$ cat config.mk
export PLATFORM = sky130hd
export DESIGN_NAME = three_phase_scr_firing_control_unit
export DESIGN_NICKNAME = d
export VERILOG_FILES = /design/src/hw/rtl/scr_fire_pkg.sv /design/src/hw/rtl/scr_fire_phase.sv /design/src/hw/rtl/scr_fire_delay.sv /design/src/hw/rtl/scr_fire_out_buf.sv /design/src/hw/rtl/three_phase_scr_firing_control_unit.sv
export SDC_FILE = /design/constraint.sdc
export NUM_CORES = 1
export LEC_CHECK = 0
export BUFFER_PORTS_ARGS = -buffer_cell sky130_fd_sc_hd__clkbuf_2
export CAP_MARGIN = 25
export CELL_PAD_IN_SITES_DETAIL_PLACEMENT = 1
export CELL_PAD_IN_SITES_GLOBAL_PLACEMENT = 1
export CORE_MARGIN = 2
export CORE_UTILIZATION = 30
export DETAILED_ROUTE_END_ITERATION = 12
export PLACE_DENSITY_LB_ADDON = 0.1
export REMOVE_ABC_BUFFERS = 1
export SYNTH_ARGS = -nofsm -noshare
export SYNTH_HDL_FRONTEND = slang
export SYNTH_SLANG_ARGS = --single-unit
$ cat constraint.sdc
create_clock -name clk -period 9.2 [get_ports clk]
set_input_delay 0.92 -clock clk [delete_from_list [all_inputs] [get_ports clk]]
set_output_delay 0.92 -clock clk [all_outputs]
set_load 0.1 [all_outputs]
$ cat src/hw/rtl/scr_fire_pkg.sv
// shared types, constants and register codes for the scr firing control block
package scr_fire_pkg;

	localparam int TIMER_BITS_DEF = 16;
	localparam int PULSE_BITS_DEF = 12;

	localparam int CFG_IDX_W = 3;

	localparam logic [CFG_IDX_W-1:0] CFG_MIN_DELAY    = 3'd0;
	localparam logic [CFG_IDX_W-1:0] CFG_MAX_DELAY    = 3'd1;
	localparam logic [CFG_IDX_W-1:0] CFG_SECOND_DELAY = 3'd2;
	localparam logic [CFG_IDX_W-1:0] CFG_PULSE_WIDTH  = 3'd3;
	localparam logic [CFG_IDX_W-1:0] CFG_DELAY_STEP   = 3'd4;

	localparam logic [15:0] MIN_DELAY_RST    = 16'd10666;
	localparam logic [15:0] MAX_DELAY_RST    = 16'd20952;
	localparam logic [15:0] SECOND_DELAY_RST = 16'd10467;
	localparam logic [11:0] PULSE_WIDTH_RST  = 12'd762;
	localparam logic [9:0]  DELAY_STEP_RST   = 10'd100;

	localparam logic [31:0] FIRING_DELAY_RST = 32'd15952;
	localparam logic [32:0] RAISE_MARGIN     = 33'd50;
	localparam logic [32:0] LOWER_MARGIN     = 33'd200;

	typedef struct packed {
		logic zero_cross_a;
		logic zero_cross_b;
		logic zero_cross_c;
		logic raise_delay;
		logic lower_delay;
	} in_item_t;

	typedef struct packed {
		logic        gate_a_upper;
		logic        gate_a_lower;
		logic        gate_b_upper;
		logic        gate_b_lower;
		logic        gate_c_upper;
		logic        gate_c_lower;
		logic [15:0] delay_now;
	} out_item_t;

	typedef struct packed {
		logic upper;
		logic lower;
	} gate_pair_t;

endpackage

$ cat src/hw/rtl/scr_fire_phase.sv
// one phase: firing countdown, gate pulse counter and gate drive
module scr_fire_phase import scr_fire_pkg::*; #(
	parameter int TIMER_BITS = TIMER_BITS_DEF,
	parameter int PULSE_BITS = PULSE_BITS_DEF
) (
	input  logic                  clk,
	input  logic                  arst_n,
	input  logic                  advance,
	input  logic                  zero_cross,
	input  logic [TIMER_BITS-1:0] firing_delay,
	input  logic [15:0]           second_delay,
	input  logic [11:0]           pulse_width,
	output gate_pair_t            gate
);

	logic [TIMER_BITS-1:0] countdown_q, countdown_d;
	logic                  armed_q, armed_d;
	logic                  first_q, first_d;
	logic [PULSE_BITS-1:0] pulse_q, pulse_d;
	logic                  is_lower_q, is_lower_d;

	logic [31:0]           second_ext;
	logic [31:0]           width_ext;
	logic [PULSE_BITS-1:0] pulse_dec;
	logic                  pulse_on;

	assign second_ext = {16'd0, second_delay};
	assign width_ext  = {20'd0, pulse_width};
	assign pulse_dec  = (pulse_q != '0) ? pulse_q - PULSE_BITS'(1) : pulse_q;

	always_comb begin
		countdown_d = countdown_q;
		armed_d     = armed_q;
		first_d     = first_q;
		pulse_d     = pulse_dec;
		is_lower_d  = is_lower_q;
		priority if (zero_cross) begin
			countdown_d = firing_delay;
			armed_d     = 1'b1;
		end else if (!armed_q) begin
		end else if (countdown_q > TIMER_BITS'(1)) begin
			countdown_d = countdown_q - TIMER_BITS'(1);
		end else if (first_q) begin
			pulse_d     = width_ext[PULSE_BITS-1:0];
			is_lower_d  = 1'b0;
			countdown_d = second_ext[TIMER_BITS-1:0];
			first_d     = 1'b0;
		end else begin
			pulse_d     = width_ext[PULSE_BITS-1:0];
			is_lower_d  = 1'b1;
			countdown_d = '0;
			armed_d     = 1'b0;
			first_d     = 1'b1;
		end
	end

	assign pulse_on   = pulse_d != '0;
	assign gate.upper = pulse_on && !is_lower_d;
	assign gate.lower = pulse_on && is_lower_d;

	always_ff @(posedge clk or negedge arst_n) begin
		if (!arst_n) begin
			countdown_q <= '0;
			armed_q     <= 1'b0;
			first_q     <= 1'b1;
			pulse_q     <= '0;
			is_lower_q  <= 1'b0;
		end else if (advance) begin
			countdown_q <= countdown_d;
			armed_q     <= armed_d;
			first_q     <= first_d;
			pulse_q     <= pulse_d;
			is_lower_q  <= is_lower_d;
		end
	end

endmodule

$ cat src/hw/rtl/scr_fire_delay.sv
// firing delay register with guarded raise and lower steps
module scr_fire_delay import scr_fire_pkg::*; #(
	parameter int TIMER_BITS = TIMER_BITS_DEF
) (
	input  logic                  clk,
	input  logic                  arst_n,
	input  logic                  advance,
	input  logic                  raise_req,
	input  logic                  lower_req,
	input  logic [15:0]           min_delay,
	input  logic [15:0]           max_delay,
	input  logic [9:0]            delay_step,
	output logic [TIMER_BITS-1:0] delay_cur,
	output logic [TIMER_BITS-1:0] delay_next
);

	logic [TIMER_BITS-1:0] delay_q;
	logic [TIMER_BITS-1:0] delay_raised;
	logic [32:0]           cur_ext;
	logic [32:0]           raised_ext;
	logic [32:0]           step_ext;
	logic [32:0]           sum;
	logic                  raise_ok;
	logic                  lower_ok;

	assign cur_ext  = {{(33-TIMER_BITS){1'b0}}, delay_q};
	assign step_ext = {23'd0, delay_step};
	assign sum      = cur_ext + step_ext;
	assign raise_ok = raise_req && (cur_ext + RAISE_MARGIN < {17'd0, max_delay});

	always_comb begin
		delay_raised = delay_q;
		if (raise_ok) begin
			delay_raised = (sum[32:TIMER_BITS] != '0) ? '1 : sum[TIMER_BITS-1:0];
		end
	end

	assign raised_ext = {{(33-TIMER_BITS){1'b0}}, delay_raised};
	assign lower_ok   = lower_req && (raised_ext > {17'd0, min_delay} + LOWER_MARGIN);

	always_comb begin
		delay_next = delay_raised;
		if (lower_ok) begin
			delay_next = (raised_ext > step_ext) ?
				TIMER_BITS'(raised_ext - step_ext) : '0;
		end
	end

	assign delay_cur = delay_q;

	always_ff @(posedge clk or negedge arst_n) begin
		if (!arst_n) begin
			delay_q <= FIRING_DELAY_RST[TIMER_BITS-1:0];
		end else if (advance) begin
			delay_q <= delay_next;
		end
	end

endmodule

$ cat src/hw/rtl/scr_fire_out_buf.sv
// result register with skid stage between the block and its consumer
module scr_fire_out_buf import scr_fire_pkg::*; (
	input  logic      clk,
	input  logic      arst_n,
	input  logic      load,
	input  out_item_t result,
	output logic      busy,
	output logic      out_valid,
	input  logic      out_stall,
	output out_item_t out_data
);

	logic      main_valid_q;
	out_item_t main_q;
	logic      skid_valid_q;
	out_item_t skid_q;
	logic      main_free;

	assign main_free = !main_valid_q || !out_stall;

	always_ff @(posedge clk or negedge arst_n) begin
		if (!arst_n) begin
			main_valid_q <= 1'b0;
			skid_valid_q <= 1'b0;
		end else if (main_free) begin
			main_valid_q <= skid_valid_q || load;
			skid_valid_q <= 1'b0;
		end else if (load) begin
			skid_valid_q <= 1'b1;
		end
	end

	always_ff @(posedge clk) begin
		if (main_free) begin
			main_q <= skid_valid_q ? skid_q : result;
		end else if (load) begin
			skid_q <= result;
		end
	end

	assign busy      = skid_valid_q;
	assign out_valid = main_valid_q;
	assign out_data  = main_q;

endmodule

$ cat src/hw/rtl/three_phase_scr_firing_control_unit.sv
// top level of the three-phase scr firing control block
//
//  channel   direction  handshake            word
//  in        input      in_valid / in_stall  in_item_t, one timer tick
//  out       output     out_valid/out_stall  out_item_t, gates and delay
//  cfg       input      cfg_valid/cfg_ready  cfg_index, cfg_data
//
// one word in per cycle while in_stall is low, its result registered in the result register or the skid stage
// a skid stage behind the result register keeps input open for one stalled word
// in_stall rises only while the skid stage holds a word
// cfg_ready is always high, registers take their defaults at reset
// reset returns all phase state to idle and loads the default firing delay
module three_phase_scr_firing_control_unit import scr_fire_pkg::*; #(
	parameter int TIMER_BITS = TIMER_BITS_DEF,
	parameter int PULSE_BITS = PULSE_BITS_DEF
) (
	input  logic                 clk,
	input  logic                 arst_n,
	input  logic                 in_valid,
	output logic                 in_stall,
	input  in_item_t             in_data,
	output logic                 out_valid,
	input  logic                 out_stall,
	output out_item_t            out_data,
	input  logic                 cfg_valid,
	output logic                 cfg_ready,
	input  logic [CFG_IDX_W-1:0] cfg_index,
	input  logic [15:0]          cfg_data
);

	logic [15:0] min_delay_q;
	logic [15:0] max_delay_q;
	logic [15:0] second_delay_q;
	logic [11:0] pulse_width_q;
	logic [9:0]  delay_step_q;

	logic                  accept;
	logic                  buf_busy;
	logic [TIMER_BITS-1:0] delay_cur;
	logic [TIMER_BITS-1:0] delay_next;
	logic [31:0]           delay_ext;
	logic [2:0]            zero_cross;
	gate_pair_t            gates [3];
	out_item_t             result;

	assign cfg_ready = 1'b1;

	always_ff @(posedge clk or negedge arst_n) begin
		if (!arst_n) begin
			min_delay_q    <= MIN_DELAY_RST;
			max_delay_q    <= MAX_DELAY_RST;
			second_delay_q <= SECOND_DELAY_RST;
			pulse_width_q  <= PULSE_WIDTH_RST;
			delay_step_q   <= DELAY_STEP_RST;
		end else if (cfg_valid && cfg_ready) begin
			unique case (cfg_index)
				CFG_MIN_DELAY:    min_delay_q    <= cfg_data;
				CFG_MAX_DELAY:    max_delay_q    <= cfg_data;
				CFG_SECOND_DELAY: second_delay_q <= cfg_data;
				CFG_PULSE_WIDTH:  pulse_width_q  <= cfg_data[11:0];
				CFG_DELAY_STEP:   delay_step_q   <= cfg_data[9:0];
				default: begin
				end
			endcase
		end
	end

	assign in_stall   = buf_busy;
	assign accept     = in_valid && !in_stall;
	assign zero_cross = {in_data.zero_cross_c, in_data.zero_cross_b, in_data.zero_cross_a};

	for (genvar p = 0; p < 3; p++) begin : g_phase
		scr_fire_phase #(
			.TIMER_BITS(TIMER_BITS),
			.PULSE_BITS(PULSE_BITS)
		) u_phase (
			.clk          (clk),
			.arst_n       (arst_n),
			.advance      (accept),
			.zero_cross   (zero_cross[p]),
			.firing_delay (delay_cur),
			.second_delay (second_delay_q),
			.pulse_width  (pulse_width_q),
			.gate         (gates[p])
		);
	end

	scr_fire_delay #(
		.TIMER_BITS(TIMER_BITS)
	) u_delay (
		.clk        (clk),
		.arst_n     (arst_n),
		.advance    (accept),
		.raise_req  (in_data.raise_delay),
		.lower_req  (in_data.lower_delay),
		.min_delay  (min_delay_q),
		.max_delay  (max_delay_q),
		.delay_step (delay_step_q),
		.delay_cur  (delay_cur),
		.delay_next (delay_next)
	);

	assign delay_ext = {{(32-TIMER_BITS){1'b0}}, delay_next};

	always_comb begin
		result.gate_a_upper = gates[0].upper;
		result.gate_a_lower = gates[0].lower;
		result.gate_b_upper = gates[1].upper;
		result.gate_b_lower = gates[1].lower;
		result.gate_c_upper = gates[2].upper;
		result.gate_c_lower = gates[2].lower;
		result.delay_now    = delay_ext[15:0];
	end

	scr_fire_out_buf u_out_buf (
		.clk       (clk),
		.arst_n    (arst_n),
		.load      (accept),
		.result    (result),
		.busy      (buf_busy),
		.out_valid (out_valid),
		.out_stall (out_stall),
		.out_data  (out_data)
	);

endmodule

==> results of run 1 <==
-- worst paths after layout --
path                                                                  end  slack, ns  depth (start not counted)
max                                      u_out_buf.out_data[14]$_DFFE_PN_       1.62                         26
min                        g_phase[2].u_phase.countdown_q[12]$_DFFE_PN0P_       0.31                          1
max reg2reg                              u_out_buf.out_data[14]$_DFFE_PN_       1.62                         26
min reg2reg                     g_phase[2].u_phase.is_lower_q$_DFFE_PN0P_       0.50                          2
max in group asynchronous                     min_delay_q[12]$_DFFE_PN0P_       7.60                          2
min in group clk                g_phase[2].u_phase.is_lower_q$_DFFE_PN0P_       0.50                          2
-- state kept, by name, indices dropped and copies added, names as in the netlist --
signal	count
min_delay_q	16
second_delay_q	16
u_out_buf.skid_q	22
g_phase.u_phase.is_lower_q	3
u_delay.delay_cur	16
g_phase.u_phase.first_q	3
delay_step_q	10
g_phase.u_phase.countdown_q	48
u_out_buf.out_data	22
g_phase.u_phase.pulse_q	36
u_out_buf.busy	1
max_delay_q	16
g_phase.u_phase.armed_q	3
pulse_width_q	12
u_out_buf.out_valid	1
-- metrics by stage --
| stage | power, mW | setup WS (ns) |
|---|---|---|
| final | 6.48 | 1.62 |
| after global routing | 7.01 | 0.929 |
| after CTS | 6.54 | 1.63 |
| after detailed placement | 5.32 | 1.65 |
| after global placement | 5.26 | 1.48 |
| after floorplan | 4.24 | 2.67 |
-- cells by family after synthesis --
group,Yosys count
AOI/OAI and AO/OA,474
xor gates and xnor gates,91
adders and majority gates,63
buffers and inverters,156
DFF,225
muxes,88
other,1
and+or+nand+nor,495
-- final cells by class --
type	count	area (um2)	area share, %
clock buffers	37	796	4.87
well taps	615	769	4.71
clock inverters	16	169	1.03
flip-flops and latches	225	5900	36.1
repair buffers	79	519	3.18
inverters	68	255	1.56
multi-input cells	1212	7940	48.5
-- per-layer routing --
| metal | track usage (%) | vias up | wire length (um) |
|---|---|---|---|
| met5 | 0 | - | 0 |
| met1 | 28.3 | 6056 | 24400 |
| met3 | 2.46 | 50 | 1370 |
| met2 | 33.5 | 144 | 22900 |
| met4 | 4.87 | 0 | 1200 |
| li1 | - | 5825 | - |
-- worst max-delay path: stages (launching register included) --
cell and delay, ns:
sky130_fd_sc_hd__dfrtp_1 0.63, sky130_fd_sc_hd__ha_1 0.27, sky130_fd_sc_hd__a21oi_1 0.11, sky130_fd_sc_hd__nand2b_1 0.11, sky130_fd_sc_hd__nand2_1 0.08, sky130_fd_sc_hd__nor2_1 0.18, sky130_fd_sc_hd__and3_1 0.21, sky130_fd_sc_hd__nand3_1 0.13
sky130_fd_sc_hd__nor2_1 0.17, sky130_fd_sc_hd__xor2_1 0.08, sky130_fd_sc_hd__ha_1 0.30, sky130_fd_sc_hd__nand4_1 0.12, sky130_fd_sc_hd__nor4_1 0.55, sky130_fd_sc_hd__a211o_1 0.50, sky130_fd_sc_hd__nor3_1 0.09, sky130_fd_sc_hd__o21ai_0 0.74
sky130_fd_sc_hd__inv_1 0.12, sky130_fd_sc_hd__ha_1 0.35, sky130_fd_sc_hd__and4_1 0.24, sky130_fd_sc_hd__nand3_1 0.14, sky130_fd_sc_hd__o311ai_0 0.41, sky130_fd_sc_hd__and4_1 0.29, sky130_fd_sc_hd__mux2i_1 0.23, sky130_fd_sc_hd__a21oi_1 0.31
sky130_fd_sc_hd__nor4b_1 0.29, sky130_fd_sc_hd__mux2_2 0.40, sky130_fd_sc_hd__mux2_2 0.26
-- layout by cell type, fill, tap and decap left out, types with 14 or more instances in the layout --
master	synthesis	layout
sky130_fd_sc_hd__a211oi_1	33	33
sky130_fd_sc_hd__a21oi_1	154	154
sky130_fd_sc_hd__a31oi_1	20	20
sky130_fd_sc_hd__buf_4	1	24
sky130_fd_sc_hd__clkbuf_16	0	29
sky130_fd_sc_hd__clkbuf_2	1	51
sky130_fd_sc_hd__dfrtp_1	140	140
sky130_fd_sc_hd__dfstp_2	41	41
sky130_fd_sc_hd__edfxtp_1	44	44
sky130_fd_sc_hd__ha_1	60	60
sky130_fd_sc_hd__inv_1	68	68
sky130_fd_sc_hd__mux2_2	73	73
sky130_fd_sc_hd__mux2i_1	14	14
sky130_fd_sc_hd__nand2_1	201	201
sky130_fd_sc_hd__nand2b_1	15	14
sky130_fd_sc_hd__nand3_1	33	33
sky130_fd_sc_hd__nor2_1	73	72
sky130_fd_sc_hd__nor3_1	51	50
sky130_fd_sc_hd__nor4_1	23	23
sky130_fd_sc_hd__o21ai_0	156	153
sky130_fd_sc_hd__xnor2_1	51	51
sky130_fd_sc_hd__xor2_1	40	40
-- where the power goes --
part	internal (mW)	total, mW	leakage [nW]	switching (mW)
combinational	1.25	3.32	3.54	2.07
sequential	1.46	1.99	2.59	0.534
clock	0.693	1.17	0.470	0.473
==> results.md, run 1 <==
- The average instance in the mapped netlist occupies 9.03 um2.
- The number of hold-slack violations in the final timing report is 0.
- The final layout contains routed wiring with a total length of 49.9 mm.
- In this run, the number of DRC markers left after iteration 0 of detailed routing was 601.
- The chip width is 223 um.
- The cell count after synthesis is 1593.
- The cell area after placement is 0.0154 mm2.
- Buffers placed on the I/O ports in this run total 52.
- The share of Yosys cell area claimed by the top area cell type is 24.4%.
- No sink is reached through more buffers than the 3 on the longest clock path.
- The data arrival time of the worst path is 7.90 ns.
- Between clock sinks in the finished design, the worst skew comes to 0.0147 ns.
- The proportion of layout cells with a drive suffix above 1 is 17.2%.
- The predominant post-synthesis flop cell is sky130_fd_sc_hd__dfrtp_1.
- In the final routed layout, each cell accounts on average for 22.1 um.
- Clock-pin slew was measured on the worst setup and hold paths at 0.06 ns.
- The clock buffer count from CTS is 29.
- The commonest cells after synthesis are sky130_fd_sc_hd__nand2_1 (201), sky130_fd_sc_hd__o21ai_0 (156), sky130_fd_sc_hd__a21oi_1 (154), sky130_fd_sc_hd__dfrtp_1 (140).
- IR analysis of the VDD net gives a maximum drop of 136 uV.
- Setup repair after global routing left no endpoint under its margin.
- TritonCTS built the clock tree.
- Headroom to the max-slew limit came out at 33.8%.
- At the end of the flow, the number of nets in the layout was 1706.
- The area of the core is 0.0475 mm2.
- Measured along the y axis, the die boundary spans 223 um.
- In the routed layout, each cell is associated on average with a via count of 5.36.
- In this run the number of H-tree levels came out at 1.
- In the post-synthesis netlist, the cell with the most instances is sky130_fd_sc_hd__nand2_1.
- After Yosys synthesis, XOR and XNOR cells account for 5.54% of the synthesized area.
- The type of the setup path with the least slack is reg -> reg.
- For this run, asynchronously set or reset flops after synthesis account for 80.4%.
- The insertion delay of the later-clocked pin in the worst-skew pair is 0.57 ns.
- The data required time of the worst path is 9.52 ns.
- In this run, distinct cell masters in the synthesized netlist total 89.
- The cell type with the largest total area after synthesis is sky130_fd_sc_hd__dfrtp_1.
- Measured against the total synthesized area, the mux share comes to 6.79%.
- The post-synthesis share of cell area spent on full adders, half adders and majority gates is 5.57%.
- The number of warnings issued by yosys is 0.
- In this run the worst path has a maximum fanout of 10.
- The tree is rooted in a sky130_fd_sc_hd__clkbuf_16.
- After clock tree synthesis, the setup repair step added 0 buffers.
- The number of placed instances with taps included is 2198.
- Counting flops and latches in the post-synthesis netlist gives 225.
- Once detail routing completed, the nets flagged for antenna violations numbered 0.
- In this run the static leakage power is 6.60 nW.
- The layout overhead on the synthesized area is 13.6%.
- The sequential share of the synthesized area is 41.0%.
- The via count of the first global-routing pass is 12588.
- Dividing total power by cell area gives a power density of 396 mW/mm2.
- The area share of and/or/nand/nor cells after synthesis is 17.1%.
- For this configuration, the core starts out at a cell density of 30.3%.
- The launch instance of the worst register-to-register path is u_delay.delay_cur[1]$_DFFE_PN0P_.
- During I/O placement, the number of pins put on the boundary was 54.
- The tree built by TritonCTS fans out to 225 sinks.
- The synthesized cell area is 0.0144 mm2.
- The tightest min-delay check is of the in -> async type.
- STA classifies the critical path startpoint as a register.
- The global routing usage summed across all routing layers is 20.3%.
- Excluding fillers, the count of instances in the completed layout stands at 2252.
- Row generation in the floorplan step produced 80 rows.
- The number of filler instances in the final layout is 5443.
- The number of antenna diodes in the final layout is 0.
- The pin count of the biggest net entering global routing is 71.
- The run finished with clean final reports.
- The final HPWL from detailed placement is 36.3 mm.
- The worst setup path startpoint is u_delay.delay_cur[1]$_DFFE_PN0P_.
- The highest achievable clock rate is 0.132 GHz.
- Summing all non-filler instances in the final layout gives an area of 0.0163 mm2.
- Setup violations remaining at the end of the flow were counted as 0.
- The die outline area is 0.0497 mm2.
- The congestion estimate from routability-driven global placement came to 0.796.
- For the pin with the worst max-slew slack, the measured transition is 0.991 ns.
- Post-CTS repair changed the size of 0 cells.
- The minimum hold slack is 0.311 ns.
- For the finished layout, the period the worst path requires is 7.58 ns.
- The detailed-routing iteration count for the pre-antenna-repair pass is 5.
- The number of antenna violations at the first check in global routing is 0.
- Ranked by total cell area, the synthesized netlist is headed by sky130_fd_sc_hd__dfrtp_1 (24%), sky130_fd_sc_hd__edfxtp_1 (9.2%), sky130_fd_sc_hd__dfstp_2 (7.5%), sky130_fd_sc_hd__mux2_2 (5.7%), sky130_fd_sc_hd__o21ai_0 (5.4%).
- Summing the areas of all compound-gate instances in the mapped netlist gives 19.7% of the synthesized area.
- Summed over all failing endpoints, the final setup total negative slack is 0 ns.
- For this run, the share of the core covered by cells in the final layout is 34.4%.
- The hold-fix buffer count after cts is 0.
- By area, the combinational part of the netlist is dominated by compound AO/OA/AOI/OAI gates.
- Yosys mapped a number of flops with a built-in enable equal to 44.
- The final critical path takes up 82.4% of the cycle.
- The max-slew violation count is 0.
- The total via count in the routed design is 12075.
- For this run the aggregate overflow at the end of global routing stands at 0.
- The number of violations of the max-capacitance limit is 0.
- The worst setup path is captured at a register.
- In the routed design, unresolved DRC markers number 0.
- The first global-routing pass estimated 77.6 mm of wire.
No activity file was read; power rests on OpenSTA's default activity.
==> inputs of run 2 (changes only) <==
--- a/config.mk
+++ b/config.mk
@@ -5,6 +5,7 @@
 export SDC_FILE = /design/constraint.sdc
 export NUM_CORES = 1
 export LEC_CHECK = 0
+export ABC_AREA = 1
 export BUFFER_PORTS_ARGS = -buffer_cell sky130_fd_sc_hd__clkbuf_2
 export CAP_MARGIN = 25
 export CELL_PAD_IN_SITES_DETAIL_PLACEMENT = 1
==> constraint.sdc (replaced) <==
create_clock -name clk -period 6.85 [get_ports clk]
set_input_delay 0.685 -clock clk [delete_from_list [all_inputs] [get_ports clk]]
set_output_delay 0.685 -clock clk [all_outputs]
set_load 0.1 [all_outputs]
==> results.md, run 2 <==
- Counting instances in the post-synthesis netlist gives the leading cell types as sky130_fd_sc_hd__nand2_1 (469), sky130_fd_sc_hd__inv_1 (278), sky130_fd_sc_hd__o21ai_0 (262), sky130_fd_sc_hd__nor2_1 (178), sky130_fd_sc_hd__dfrtp_1 (140).
- The number of hold buffers added after CTS was 0.
- The max-slew violation count was 0.
- The number of warnings issued by yosys is 0.
- After floorplanning, the core was divided into 81 placement rows.
- The cell count after synthesis is 1993.
- The number of antenna violations at the first check in global routing is 0.
- The post-synthesis share of cell area spent on full adders, half adders and majority gates is 5.38%.
- The synthesized netlist devotes 17.3% of its cell area to compound gates.
- The number of nets at the end of the flow is 2113.
- The multiplexer area fraction after synthesis is 0%.
- The area of the multi-input gates is 0.00743 mm2.
- In this run, flip-flops and latches consume 28.9% of the power.
- The internal power of the cells totals 4.21 mW.
- Of the total power, the share spent switching nets is 47.8%.
- Clock tree synthesis found a total of 225 sinks.
- The remaining global-route overflow is 0.
- At the worst endpoint, the required time is 7.19 ns.
- The element type at the critical path end is a register.
- The sequential share of the synthesized area is 40.1%.
- For the finished layout, the period the worst path requires is 5.83 ns.
- The synthesized netlist occupies a cell area of 0.0147 mm2.
- The most numerous cell in the Yosys netlist is sky130_fd_sc_hd__nand2_1.
- The cell at the root of the clock tree is sky130_fd_sc_hd__clkbuf_16.
- sky130_fd_sc_hd__dfrtp_1 takes more of the synthesized area than any other cell.
- The launching element type of the critical path is a register.
- Setup repair after global routing left no endpoint under its margin.
- The type of the setup path with the least slack is reg -> reg.
- The run finished with clean final reports.
- In the post-synthesis netlist, the biggest area contributors are sky130_fd_sc_hd__dfrtp_1 (24%), sky130_fd_sc_hd__nand2_1 (12%), sky130_fd_sc_hd__edfxtp_1 (9.0%), sky130_fd_sc_hd__o21ai_0 (8.9%), sky130_fd_sc_hd__dfstp_2 (7.3%).
- The detailed-route vias per instance is 5.09.
- The number of nets still failing antenna checks after routing is 0.
- The total detailed-routing wirelength is 53.3 mm.
- The post-detailed-route DRC marker count is 0.
- The data arrival time of the worst path is 6.17 ns.
- Leaving out fill and tap cells, the most frequent cell in the layout is sky130_fd_sc_hd__nand2_1.
- The class of the worst hold path is in -> async.
- The area share of and/or/nand/nor cells after synthesis is 24.2%.
- The storage element area is 0.00590 mm2.
- The chip width is 225 um.
- The number of hold-slack violations in the final timing report came to 0.
- The via count of the first global-routing pass is 13819.
- TritonCTS built the clock tree.
- Dividing the final minimum period by the clock period gives 85.2%.
- The die outline area is 0.0508 mm2.
- The leakage power of the design is 7.90 nW.
- IR analysis of the VDD net gives a maximum drop of 215 uV.
- The number of enable-type register cells in the synthesized netlist is 44.
- Leaving out fill and tap cells, the most frequent cells in the layout are sky130_fd_sc_hd__nand2_1 (468), sky130_fd_sc_hd__inv_1 (278), sky130_fd_sc_hd__o21ai_0 (262).
- The uppermost metal layer occupied by signal nets is met4.
- The largest stage delay on the critical path is 0.63 ns.
- In the synthesized netlist the async set-or-reset flop fraction comes to 80.4%.
- The clock reaches the later pin of the worst-skew pair after 0.58 ns.
- The routed length on met2 is 23.4 mm.
- The initial utilization of the core area, before any placement, comes to 30.2%.
- The final HPWL from detailed placement is 39.9 mm.
- The post-cts gate resize count is 0.
- The sum of negative setup slack is 0 ns.
- In this run, the number of DRC markers left after iteration 0 of detailed routing was 804.
- Setup violations remaining at the end of the flow were counted as 0.
- For this design the total switching power over the nets is 3.86 mW.
- The total via count in the routed design is 13576.
- The register-to-register setup slack is 1.02 ns.
- The clock arrives with 0.0175 ns of skew.
- The synthesized flop and latch total is 225.
- The completed layout was analyzed and its total power is 8.07 mW.
- For this run, the total global-route usage over all layers was measured as 21.2%.
- The number of flip-flops under the largest register name is 48.
- Clock-pin slew was measured on the worst setup and hold paths at 0.06 ns.
- The actual transition at the worst max-transition pin is 1.00 ns.
- The H-tree level count is 1.
- Routability-driven placement finished with a final weighted congestion of 0.857.
- In the final layout, the registers with the most flip-flops are g_phase.u_phase.countdown_q (48), g_phase.u_phase.pulse_q (36).
- The floorplan step set the die height to 225 um.
- In this run the worst path has a maximum fanout of 10.
- Combinational cells account for 48.9% of the total power.
- In this run the tightest slew margin relative to its limit is 32.6%.
- The area share of xor/xnor cells in the synthesized design is 3.57%.
- Clock tree synthesis inserted a total of 30 buffers.
- Ranked by flip-flop count, first place goes to g_phase.u_phase.countdown_q.
- The share of total power dissipated in the clock network is 22.3%.
- The area growth from synthesis to layout is 14.0%.
- The proportion of layout cells with a drive suffix above 1 is 9.83%.
- The critical-path cell with the highest stage delay is sky130_fd_sc_hd__dfrtp_1.
- The predominant post-synthesis flop cell is sky130_fd_sc_hd__dfrtp_1.
- The library cell appearing most often on the critical path is sky130_fd_sc_hd__nand2_1.
- The tool flagged a number of max-cap violations equal to 0.
- The number of filler instances in the final layout is 5933.
- The area of the core is 0.0486 mm2.
- The pin count of the biggest net entering global routing is 116.
- The post-CTS setup repair buffer count is 0.
- Summed over its instances, the top area cell type makes up 23.8% of the synthesized netlist area.
- After synthesis, the largest family of logic cells by area is simple AND/OR/NAND/NOR gates.
- The count of input and output buffers is 52.
- The number of antenna diodes in the final layout is 0.
- The detail-routed net length per standard cell is 20.0 um.
- For this run, the top clock speed supported by timing is 0.171 GHz.
- Yosys mapped the design onto 54 distinct sky130hd cell types.
- The number of ports placed on the die boundary is 54.
- In this run the deepest clock path goes through 3 buffers.
- Before antenna repair, the detailed router went through 5 iterations.
- The detailed-routing wirelength on met1 is 26.7 mm.
- The average cell area after synthesis is 7.38 um2.
- The wire length of the first global-routing pass is 83.1 mm.
- In the detailed route, the total length drawn on met3 is 1.79 mm.
- The power density relative to cell area is 481 mW/mm2.
[run 2: area by class of cell]
type / instances / area share, %
Timing Repair Buffer: 69 / 2.84
Multi-Input combinational cell: 1409 / 44.3
Clock inverter: 20 / 1.89
Tap cell: 622 / 4.64
Clock buffer: 35 / 4.71
Sequential cell: 225 / 35.2
Inverter: 287 / 6.42
[run 2: cell families (layout without fill, tap and decap cells)]
group | after synthesis | in the layout
buf+inv | 359 | 411
xor+xnor | 60 | 60
simple gates | 841 | 841
flops | 225 | 225
other cells | 1 | 1
compound gates | 445 | 445
fa+ha+maj | 62 | 62
[run 2: layer usage]
metal / up-vias / track usage [%]
met4: 0 / 5.75
li1: 6654 / -
met1: 6663 / 30.8
met3: 69 / 2.11
met2: 190 / 33.5
met5: - / 0
[run 2: critical path, delay by kind of cell, from the launching register on]
family	cells	cell delay, ns
simple gates	20	2.53
fa+ha+maj	4	1.12
flops	1	0.63
compound gates	5	0.62
buf+inv	5	0.53
xor+xnor	1	0.16
[run 2: path summary, 6_finish.rpt]
path                                                  startpoint                                        end  cells after the start
worst max-delay path            u_delay.delay_cur[1]$_DFFE_PN0P_            u_out_buf.out_data[2]$_DFFE_PN_                     35
worst min-delay path                                      arst_n  g_phase[2].u_phase.pulse_q[5]$_DFFE_PN0P_                      1
worst max register to register  u_delay.delay_cur[1]$_DFFE_PN0P_            u_out_buf.out_data[2]$_DFFE_PN_                     35
worst min register to register        max_delay_q[9]$_DFFE_PN0P_                 max_delay_q[9]$_DFFE_PN0P_                      2
max in group asynchronous                                 arst_n             second_delay_q[15]$_DFFE_PN0P_                      2
min in group clk                                        in_valid            u_out_buf.out_valid$_DFFE_PN0N_                      3
[run 2: power groups by stage]
stage	Clock (mW)	Combinational, mW	Sequential (mW)
after floorplan	0	2.54	2.55
after global placement	0	3.89	2.34
after detailed placement	0	3.95	2.36
after CTS	1.85	3.97	2.34
after global routing	1.90	4.50	2.39
final	1.80	3.94	2.33
[run 2: through the flow]
stage | instance area, um2 | util, % | hold slack, ns | instances | setup slack [ns]
floorplan | 14400 | - | 0.389 | 1921 | 1.99
global placement | 15600 | 32.0 | 0.467 | 2608 | 1.09
detailed placement | 15600 | 32.1 | 0.473 | 2609 | 1.06
CTS | 16700 | 34.3 | 0.124 | 2664 | 1.02
global route | 16800 | 34.5 | 0.140 | 2667 | 0.351
finish | 16800 | 34.5 | 0.109 | 2667 | 1.02
